<file path="src/rtl/slr_pkg.sv">
// Shared types and constants of the sample loop recorder.
package slr_pkg;

  localparam int unsigned DefBufferDepth = 448;

  localparam int unsigned SampleW = 8;
  localparam int unsigned SpeedW  = 10;
  localparam int unsigned PeriodW = 17;

  localparam int unsigned MinLoopLen   = 6;
  localparam int unsigned WarnMargin   = 64;
  localparam int unsigned PeriodBase   = 1040;
  localparam int unsigned PeriodShift  = 6;
  localparam int unsigned PeriodOffset = 600;
  localparam int unsigned PeriodReset  = 67160;

  typedef logic [SampleW-1:0] sample_t;
  typedef logic [SpeedW-1:0]  speed_t;
  typedef logic [PeriodW-1:0] period_t;

  typedef struct packed {
    logic    use_mem;
    sample_t duty;
    logic    led;
    period_t period;
  } tick_res_t;

endpackage

</file>
<file path="src/rtl/slr_in_if.sv">
// Request channel carrying one tick: sample, button level and speed setting.
interface slr_in_if;
  import slr_pkg::*;

  logic    valid;
  logic    ready;
  sample_t sample;
  logic    button_held;
  speed_t  speed_setting;

  modport source (output valid, sample, button_held, speed_setting, input ready);
  modport sink (input valid, sample, button_held, speed_setting, output ready);
endinterface

</file>
<file path="src/rtl/slr_out_if.sv">
// Result channel carrying the duty, LED level and tick period of one tick.
interface slr_out_if;
  import slr_pkg::*;

  logic    valid;
  logic    ready;
  sample_t duty;
  logic    led_on;
  period_t period_us;

  modport source (output valid, duty, led_on, period_us, input ready);
  modport sink (input valid, duty, led_on, period_us, output ready);
endinterface

</file>
<file path="src/rtl/sample_loop_recorder.sv">
// Top level of the sample loop recorder.
//
// One request on in_i is one tick: the live sample, the record button level
// and the speed setting. Every request gives exactly one result on out_o:
// the PWM duty, the LED level and the period to wait before the next tick.
// Both channels move a request when valid and ready are high at a clock edge.
// A result leaves at the earliest after the registered read of the sample
// buffer and the output register. Requests are taken back to back, one per
// cycle, while out_o takes its results; the control state updates in the
// cycle of acceptance, so writes and reads of the buffer from consecutive
// ticks never conflict. While out_o is stalled the block holds one result
// and one more in flight, then drops in_i.ready.
// Reset clears the index, length and loop state, sets the LED on and the
// period to its slowest value; the sample buffer is not cleared and needs
// no start-up pass, since playback only reads entries that were recorded.
module sample_loop_recorder #(
  parameter int unsigned BufferDepth = slr_pkg::DefBufferDepth
) (
  input  logic clk_i,
  input  logic rst_ni,
  slr_in_if.sink    in_i,
  slr_out_if.source out_o
);
  import slr_pkg::*;

  localparam int unsigned IdxW = $clog2(BufferDepth);

  logic            tick;
  logic            mem_we;
  logic            mem_re;
  logic [IdxW-1:0] mem_addr;
  sample_t         rdata;
  tick_res_t       res;

  assign tick = in_i.valid && in_i.ready;

  slr_core #(
    .BufferDepth (BufferDepth),
    .IdxW        (IdxW)
  ) u_core (
    .clk_i      (clk_i),
    .rst_ni     (rst_ni),
    .tick_i     (tick),
    .sample_i   (in_i.sample),
    .button_i   (in_i.button_held),
    .speed_i    (in_i.speed_setting),
    .mem_we_o   (mem_we),
    .mem_re_o   (mem_re),
    .mem_addr_o (mem_addr),
    .res_o      (res)
  );

  slr_mem #(
    .Depth (BufferDepth),
    .AddrW (IdxW)
  ) u_mem (
    .clk_i   (clk_i),
    .we_i    (mem_we),
    .re_i    (mem_re),
    .addr_i  (mem_addr),
    .wdata_i (in_i.sample),
    .rdata_o (rdata)
  );

  slr_out u_out (
    .clk_i       (clk_i),
    .rst_ni      (rst_ni),
    .push_i      (tick),
    .res_i       (res),
    .rdata_i     (rdata),
    .ready_o     (in_i.ready),
    .out_valid_o (out_o.valid),
    .out_ready_i (out_o.ready),
    .duty_o      (out_o.duty),
    .led_o       (out_o.led_on),
    .period_o    (out_o.period_us)
  );
endmodule

</file>
<file path="src/rtl/slr_mem.sv">
// Sample buffer: one port with a shared address for writes and registered reads.
module slr_mem #(
  parameter int unsigned Depth = slr_pkg::DefBufferDepth,
  parameter int unsigned AddrW = $clog2(Depth)
) (
  input  logic             clk_i,
  input  logic             we_i,
  input  logic             re_i,
  input  logic [AddrW-1:0] addr_i,
  input  slr_pkg::sample_t wdata_i,
  output slr_pkg::sample_t rdata_o
);
  import slr_pkg::*;

  sample_t mem_q [Depth];
  sample_t rdata_q;

  always_ff @(posedge clk_i) begin
    if (we_i) begin
      mem_q[addr_i] <= wdata_i;
    end
  end

  always_ff @(posedge clk_i) begin
    if (re_i) begin
      rdata_q <= mem_q[addr_i];
    end
  end

  assign rdata_o = rdata_q;
endmodule

</file>
<file path="src/rtl/slr_core.sv">
// Loop control state: index, length, LED and period update for each tick.
module slr_core #(
  parameter int unsigned BufferDepth = slr_pkg::DefBufferDepth,
  parameter int unsigned IdxW        = $clog2(BufferDepth)
) (
  input  logic                clk_i,
  input  logic                rst_ni,
  input  logic                tick_i,
  input  slr_pkg::sample_t    sample_i,
  input  logic                button_i,
  input  slr_pkg::speed_t     speed_i,
  output logic                mem_we_o,
  output logic                mem_re_o,
  output logic [IdxW-1:0]     mem_addr_o,
  output slr_pkg::tick_res_t  res_o
);
  import slr_pkg::*;

  localparam int unsigned LenW    = $clog2(BufferDepth + 1);
  localparam int unsigned BeatLen = BufferDepth >> 4;
  localparam int unsigned BeatW   = $clog2(BeatLen);

  logic [IdxW-1:0]  play_idx_q, play_idx_d;
  logic [LenW-1:0]  loop_len_q, loop_len_d;
  logic             loop_fixed_q, loop_fixed_d;
  logic             prev_btn_q, prev_btn_d;
  logic             full_hold_q, full_hold_d;
  logic             led_q, led_d;
  period_t          period_q, period_d;
  logic [BeatW-1:0] beat_pos_q, beat_pos_d;
  logic [1:0]       beat_num_q, beat_num_d;

  logic             hold;
  logic             take_start;
  logic [IdxW-1:0]  pos;
  logic [LenW-1:0]  len0;
  logic [LenW-1:0]  len_inc;
  logic [LenW-1:0]  nxt;
  logic [BeatW-1:0] bpos;
  logic [1:0]       bnum;
  logic             wrap;
  logic             play;
  logic             led_w;

  always_comb begin
    hold       = full_hold_q && button_i;
    take_start = button_i && !prev_btn_q && !loop_fixed_q;
    pos        = take_start ? '0 : play_idx_q;
    len0       = take_start ? '0 : loop_len_q;
    bpos       = take_start ? '0 : beat_pos_q;
    bnum       = take_start ? '0 : beat_num_q;
    len_inc    = len0 + 1'b1;

    play_idx_d   = play_idx_q;
    loop_len_d   = loop_len_q;
    loop_fixed_d = loop_fixed_q;
    prev_btn_d   = prev_btn_q;
    full_hold_d  = 1'b0;
    period_d     = period_q;
    beat_pos_d   = beat_pos_q;
    beat_num_d   = beat_num_q;
    led_w        = led_q;
    nxt          = LenW'(pos) + 1'b1;
    wrap         = 1'b0;

    if (hold) begin
      led_w       = !led_q;
      full_hold_d = 1'b1;
    end else begin
      loop_len_d = len0;
      if (button_i) begin
        if (!loop_fixed_q && (len0 < LenW'(BufferDepth))) begin
          loop_len_d = len_inc;
          if ((len_inc > LenW'(BufferDepth - WarnMargin)) && (pos[1:0] == 2'b00)) begin
            led_w = !led_w;
          end
          if (len_inc == LenW'(BufferDepth)) begin
            led_w       = 1'b0;
            full_hold_d = 1'b1;
          end
        end
      end else if (prev_btn_q && !loop_fixed_q && (loop_len_q >= LenW'(MinLoopLen))) begin
        loop_fixed_d = 1'b1;
      end

      if (bpos == '0) begin
        led_w = 1'b0;
      end
      if (loop_fixed_d) begin
        if ((LenW'(pos) > LenW'(BufferDepth - BeatLen)) && (bpos[2:0] == 3'b000)) begin
          led_w = !led_w;
        end else if (bnum == 2'b11) begin
          if (bpos == BeatW'(BeatLen >> 1)) begin
            led_w = 1'b1;
          end
        end else if (bpos == BeatW'(BeatLen >> 2)) begin
          led_w = 1'b1;
        end
      end else if (bpos >= BeatW'(BeatLen >> 2)) begin
        led_w = 1'b1;
      end

      wrap = loop_fixed_d ? (nxt >= loop_len_d) : (nxt >= LenW'(BufferDepth));
      if (wrap) begin
        play_idx_d = '0;
        beat_pos_d = '0;
        beat_num_d = '0;
      end else begin
        play_idx_d = nxt[IdxW-1:0];
        if (bpos == BeatW'(BeatLen - 1)) begin
          beat_pos_d = '0;
          beat_num_d = bnum + 2'b01;
        end else begin
          beat_pos_d = bpos + 1'b1;
          beat_num_d = bnum;
        end
      end

      if (!button_i) begin
        period_d = ((PeriodW'(PeriodBase) - PeriodW'(speed_i)) << PeriodShift)
                   + PeriodW'(PeriodOffset);
      end
      prev_btn_d = button_i;
    end
    led_d = led_w;
  end

  always_comb begin
    play       = !hold && loop_fixed_d && !button_i;
    mem_we_o   = tick_i && !hold && button_i;
    mem_re_o   = tick_i && play;
    mem_addr_o = pos;

    res_o.use_mem = play && (LenW'(pos) < loop_len_d);
    res_o.duty    = play ? '0 : sample_i;
    res_o.led     = led_d;
    res_o.period  = period_d;
  end

  always_ff @(posedge clk_i or negedge rst_ni) begin
    if (!rst_ni) begin
      play_idx_q   <= '0;
      loop_len_q   <= '0;
      loop_fixed_q <= 1'b0;
      prev_btn_q   <= 1'b1;
      full_hold_q  <= 1'b0;
      led_q        <= 1'b1;
      period_q     <= PeriodW'(PeriodReset);
      beat_pos_q   <= '0;
      beat_num_q   <= '0;
    end else if (tick_i) begin
      play_idx_q   <= play_idx_d;
      loop_len_q   <= loop_len_d;
      loop_fixed_q <= loop_fixed_d;
      prev_btn_q   <= prev_btn_d;
      full_hold_q  <= full_hold_d;
      led_q        <= led_d;
      period_q     <= period_d;
      beat_pos_q   <= beat_pos_d;
      beat_num_q   <= beat_num_d;
    end
  end

`ifndef ASSERT_OFF
  a_fixed_idx_in_loop: assert property (@(posedge clk_i) disable iff (!rst_ni)
    loop_fixed_q |-> (LenW'(play_idx_q) < loop_len_q))
    else $error("play index outside the fixed loop");
  a_fixed_min_len: assert property (@(posedge clk_i) disable iff (!rst_ni)
    loop_fixed_q |-> (loop_len_q >= LenW'(MinLoopLen)))
    else $error("fixed loop shorter than the minimum");
  a_hold_full: assert property (@(posedge clk_i) disable iff (!rst_ni)
    full_hold_q |-> ((loop_len_q == LenW'(BufferDepth)) && !loop_fixed_q))
    else $error("full hold without a full buffer");
  a_beat_pos: assert property (@(posedge clk_i) disable iff (!rst_ni)
    32'(beat_pos_q) < BeatLen)
    else $error("beat position out of range");
  a_no_write_in_hold: assert property (@(posedge clk_i) disable iff (!rst_ni)
    (tick_i && full_hold_q && button_i) |-> !mem_we_o)
    else $error("sample stored while the buffer is full");
`endif
endmodule

</file>
<file path="src/rtl/slr_out.sv">
// Two-stage result pipeline: read-data alignment stage and output register.
module slr_out (
  input  logic               clk_i,
  input  logic               rst_ni,
  input  logic               push_i,
  input  slr_pkg::tick_res_t res_i,
  input  slr_pkg::sample_t   rdata_i,
  output logic               ready_o,
  output logic               out_valid_o,
  input  logic               out_ready_i,
  output slr_pkg::sample_t   duty_o,
  output logic               led_o,
  output slr_pkg::period_t   period_o
);
  import slr_pkg::*;

  logic      p_valid_q, p_valid_d;
  tick_res_t p_res_q;
  logic      o_valid_q, o_valid_d;
  sample_t   o_duty_q;
  logic      o_led_q;
  period_t   o_period_q;
  logic      adv;

  always_comb begin
    adv       = !o_valid_q || out_ready_i;
    ready_o   = !p_valid_q || adv;
    p_valid_d = push_i ? 1'b1 : (adv ? 1'b0 : p_valid_q);
    o_valid_d = adv ? p_valid_q : o_valid_q;
  end

  always_ff @(posedge clk_i or negedge rst_ni) begin
    if (!rst_ni) begin
      p_valid_q <= 1'b0;
      o_valid_q <= 1'b0;
    end else begin
      p_valid_q <= p_valid_d;
      o_valid_q <= o_valid_d;
    end
  end

  always_ff @(posedge clk_i) begin
    if (push_i) begin
      p_res_q <= res_i;
    end
    if (adv && p_valid_q) begin
      o_duty_q   <= p_res_q.use_mem ? rdata_i : p_res_q.duty;
      o_led_q    <= p_res_q.led;
      o_period_q <= p_res_q.period;
    end
  end

  assign out_valid_o = o_valid_q;
  assign duty_o      = o_duty_q;
  assign led_o       = o_led_q;
  assign period_o    = o_period_q;
endmodule
</file>
<file path="src/flat_wrapper.sv">
// flat-port wrapper written by rule: the top's interface ports become plain ports
module sample_loop_recorder_flat import slr_pkg::*;
#(
  parameter int unsigned BufferDepth = slr_pkg::DefBufferDepth
)
  (clk_i, rst_ni, in_i_valid, in_i_sample, in_i_button_held, in_i_speed_setting, in_i_ready, out_o_valid, out_o_duty, out_o_led_on, out_o_period_us, out_o_ready);
  slr_in_if in_i_i ();
  slr_out_if out_o_i ();
  input  logic clk_i;
  input  logic rst_ni;
  input wire logic [$bits(in_i_i.valid)-1:0] in_i_valid;
  input wire logic [$bits(in_i_i.sample)-1:0] in_i_sample;
  input wire logic [$bits(in_i_i.button_held)-1:0] in_i_button_held;
  input wire logic [$bits(in_i_i.speed_setting)-1:0] in_i_speed_setting;
  output wire logic [$bits(in_i_i.ready)-1:0] in_i_ready;
  output wire logic [$bits(out_o_i.valid)-1:0] out_o_valid;
  output wire logic [$bits(out_o_i.duty)-1:0] out_o_duty;
  output wire logic [$bits(out_o_i.led_on)-1:0] out_o_led_on;
  output wire logic [$bits(out_o_i.period_us)-1:0] out_o_period_us;
  input wire logic [$bits(out_o_i.ready)-1:0] out_o_ready;
  assign in_i_i.valid = in_i_valid;
  assign in_i_i.sample = in_i_sample;
  assign in_i_i.button_held = in_i_button_held;
  assign in_i_i.speed_setting = in_i_speed_setting;
  assign in_i_ready = in_i_i.ready;
  assign out_o_valid = out_o_i.valid;
  assign out_o_duty = out_o_i.duty;
  assign out_o_led_on = out_o_i.led_on;
  assign out_o_period_us = out_o_i.period_us;
  assign out_o_i.ready = out_o_ready;
  sample_loop_recorder #(.BufferDepth(BufferDepth)) u_core (.clk_i(clk_i), .rst_ni(rst_ni), .in_i(in_i_i), .out_o(out_o_i));
endmodule
</file>
<file path="config.mk">
export PLATFORM = sky130hd
export DESIGN_NAME = sample_loop_recorder_flat
export DESIGN_NICKNAME = d
export VERILOG_FILES = /design/src/rtl/slr_pkg.sv /design/src/rtl/slr_in_if.sv /design/src/rtl/slr_out_if.sv /design/src/rtl/sample_loop_recorder.sv /design/src/rtl/slr_mem.sv /design/src/rtl/slr_core.sv /design/src/rtl/slr_out.sv /design/src/flat_wrapper.sv
export SDC_FILE = /design/constraint.sdc
export NUM_CORES = 2
export LEC_CHECK = 0
export CELL_PAD_IN_SITES_DETAIL_PLACEMENT = 1
export CELL_PAD_IN_SITES_GLOBAL_PLACEMENT = 1
export CORE_UTILIZATION = 51
export DETAILED_ROUTE_END_ITERATION = 16
export DONT_BUFFER_PORTS = 1
export PLACE_DENSITY_LB_ADDON = 0.3
export SYNTH_ARGS = -nofsm -noshare
export SYNTH_HDL_FRONTEND = slang
export SYNTH_HIERARCHICAL = 1
export SYNTH_SLANG_ARGS = --single-unit
</file>
<file path="constraint.sdc">
create_clock -name clk_i -period 3.9 [get_ports clk_i]
set_input_delay 0.39 -clock clk_i [delete_from_list [all_inputs] [get_ports clk_i]]
set_output_delay 0.39 -clock clk_i [all_outputs]
set_load 0.005 [all_outputs]
</file>
==> metrics.cfg <==
[detailed_routing]
vias = 85144
drt-met1-wl_mm = 173
totalWireLength_mm = 507
drt_iter0_drc = 13391
dr.pass1.iters = 6
wl_met2_mm = 234
post_drt_via_cell_ratio = 6.76
drc = 0
dr_wl_met3_mm = 62.1
antenna_left = 0
wl_per_cell_um = 40.2
highest_layer = met5

[timing]
setup_violations = 60
whs_ps = -127
slew_violations = 1149
timing.final.ws_setup_ps = -446
finClkSkew_ps = 83.7
final_hold_viol_count = 34
worstMarginPinSlew_ps = 2720
rsz0062_at_grt = yes
min_period_ps = 4350
slew_headroom_pct = -81.2
min_period_over_period_pct = 111
fmax_mhz = 230

[clock_network]
cts_buffer_depth = 4
clkLatencyLatePin_ps = 950
path_clk_slew_ps = 70
cts_buffers = 370
htree_num_levels = 5
cts_tree = built
root_buffer = clkbuf_16
cts_sinks = 3693

[worst_hold_path]
hold_path_class = primary input to flip-flop
hp-start = in_i_sample[2]
hold_end = u_core/u_mem/mem_q[407][2]$_DFFE_PP_
whs_path_depth = 0

[finish]
layout_commonest_cell = edfxtp_1
syn2layout_area_growth_pct = 21.8
final_util_pct = 62.7
final_cells = 12595
multi_input_area_um2 = 33500
nFillCells = 23210
final_cell_mix = 3645 x edfxtp_1, 1193 x buf_4, 771 x mux4_2, 442 x nor2_1, 380 x clkbuf_16
register_area_um2 = 111000
nets = 8626
drive_gt1_share_pct = 35.8

[run_status]
status = finished, violations left
violations = negative hold slack, max-slew violations, negative setup slack

[logic_synthesis]
synth-adder-area-share_pct = 0.217
synth_top_family_by_area = multiplexers
synth_nets = 7173
netlist_instances = 7125
avgSynthCellArea_um2 = 20.2
synth_edf_count = 3645
synth_xor_area_share_pct = 0.176
synth_seq_area_share_pct = 76.7
synth_area_um2 = 144000
yosys_warnings = 6
synthArstFlopShare_pct = 1.30
synth.ff_latch_count = 3693
synthMuxAreaShare_pct = 14.5
synth_compound_area_share_pct = 3.30
yosys_most_used_dff = edfxtp_1
synth-simple-area-share_pct = 3.49
yosysUniqueCellTypes = 79

[critical_path]
r2r-start = u_core/u_core/prev_btn_q$_DFFE_PN1P_
rr_worst_depth = 14
critPathMaxStageDelay_ps = 940
path_cells = or3b_4 -> buf_6 -> buf_8 -> and2_1 -> buf_12 -> buf_4 -> nand3b_1 -> nor2_1 -> o211ai_1 -> a21oi_1 -> a211o_1 -> nor4_1 -> buf_4 -> nand3_1
path_buf_inv = 5
cp_top_family = simple AND/OR/NAND/NOR gates
cp_data_required_time_ps = 4680
path_class = flip-flop to flip-flop
arrival_ps = 5120
cp_max_fo = 9
r2r_slack_ps = -450
cp_slowest_cell = nor2_1
start_kind = flip-flop
reg2reg_to = u_core/u_mem/rdata_o[7]$_DFFE_PP_
end_kind = flip-flop
crit_top_cell = buf_4

[die]
start_util_pct = 51.4
die_area_um2 = 285000
ioPinCount = 51
die_x_um = 534
core_area_um2 = 280000
dieHeight_um = 534
rows = 194

[power_and_ir_drop]
vdd_drop_max_mv = 0.597
fin_total_pwr_uw = 101000
p_per_area_nw_per_um2 = 575
p_leak_uw = 0.0574

[place]
dp_hpwl_mm = 296
place.gp.congestion = 0.927
placed_cells = 11733
port_buffers = 0

[global_route]
gr-total-overflow = 0
antenna_found_initial = 26
grt_start_max_net_pins = 450
grtUsageTotal_pct = 34.6
grt_pass1_wl_mm = 686
grt_pass1_vias = 87368

[run]
max_cap_viol_count = 0

-- worst register-to-register path, delay by kind of cell, from the launching register on --
kind / cells / cell delay, ps
flip-flops: 1 / 530
AO/OA/AOI/OAI: 3 / 1210
buffers and inverters: 5 / 790
AND/OR/NAND/NOR: 6 / 1670
-- how the worst max path moves through the flow --
stage / cells after the start / start / end
detailed placement: 12 / u_core/u_core/prev_btn_q$_DFFE_PN1P_ / u_core/u_mem/rdata_o[3]$_DFFE_PP_
floorplan: 16 / u_core/u_core/loop_fixed_q$_DFFE_PN0P_ / u_core/u_mem/mem_q[181][0]$_DFFE_PP_
global route: 15 / u_core/u_core/loop_fixed_q$_DFFE_PN0P_ / u_core/u_mem/rdata_o[6]$_DFFE_PP_
CTS: 14 / u_core/u_core/prev_btn_q$_DFFE_PN1P_ / u_core/u_mem/rdata_o[7]$_DFFE_PP_
finish: 14 / u_core/u_core/prev_btn_q$_DFFE_PN1P_ / u_core/u_mem/rdata_o[7]$_DFFE_PP_
global placement: 12 / u_core/u_core/prev_btn_q$_DFFE_PN1P_ / u_core/u_mem/rdata_o[3]$_DFFE_PP_
-- repair_timing --
action,CTS,global route
pin swaps,55,71
setup endpoints to repair,1547,204
resized for setup,338,165
cloned,23,2
setup buffers,82,48
endpoints found under the hold margin,3066,1071
hold buffers,21,31
-- where the power goes --
part	leakage [uW]	switching, uW	internal, uW
Sequential	0.0334	174	43900
Clock	0.00567	15400	19900
Combinational	0.0184	12500	9230
Total	0.0574	28100	73000
-- cells in the mapped netlist, types with 24 or more instances --
cell type  count  area [um^2]
a21oi_1       87          435
a22o_1        24          210
a22oi_1      257         1930
a31oi_1       48          300
and2_1        25          156
buf_1         37          139
buf_2        158          791
buf_4         50          375
clkbuf_1     177          664
dfrtp_1       40         1000
edfxtp_1    3645       109000
ha_1          25          313
mux2_2        31          349
mux2i_1      301         3010
mux4_2       770        17300
nand2_1      246          923
nand3_1      117          586
nand4_1       40          250
nor2_1       546         2050
nor2b_1       29          181
nor3_1        27          135
o21ai_0       46          230
o22ai_1       43          269
-- routing by layer --
layer,global-route usage (%),vias to the layer above
met2,54.1,6572
met1,44.3,44661
met3,7.89,1531
met5,0,-
met4,21.3,14
li1,-,32366
-- final cells by class --
cell class,count,share of cell area (%)
Clock inverter,198,1.06
Tap cell,3724,2.65
Timing Repair Buffer,1517,8.57
Inverter,19,0.0769
Clock buffer,459,5.57
Timing Repair inverter,3,0.0235
Sequential cell,3693,63.0
Multi-Input combinational cell,2974,19.0
Antenna cell,8,0.0114
-- per-stage QoR --
| step | TNS (ps) | setup WS, ps | area (um^2) |
|---|---|---|---|
| 6_report | -3310 | -446 | 176000 |
| 5_1_grt | -4600 | -347 | 176000 |
| 4_1_cts | -1320 | -288 | 174000 |
| 3_5_place_dp | -108030 | -1300 | 159000 |
| 3_3_place_gp | -38380 | -1240 | 159000 |
| 2_1_floorplan | -72090 | -92.9 | 144000 |
-- registers in the layout, summed over array words and instances (netlist names), 2 cells and up --
signal and cells:
u_core/u_core/beat_num_q 2, u_core/u_core/beat_pos_q 5, u_core/u_core/loop_len_q 9, u_core/u_core/period_q 17, u_core/u_core/play_idx_q 9, u_core/u_mem/mem_q 3584
u_core/u_mem/rdata_o 8, u_core/u_out/duty_o 8, u_core/u_out/p_res_q 27, u_core/u_out/period_o 17
-- kinds of logic after synthesis --
group           count (synthesis)
fa+ha+maj                      25
flops                        3693
mux                          1115
simple gates                 1134
buf+inv                       459
compound gates                670
xor+xnor                       29
Note: power is estimated with default switching activity, not from simulation.
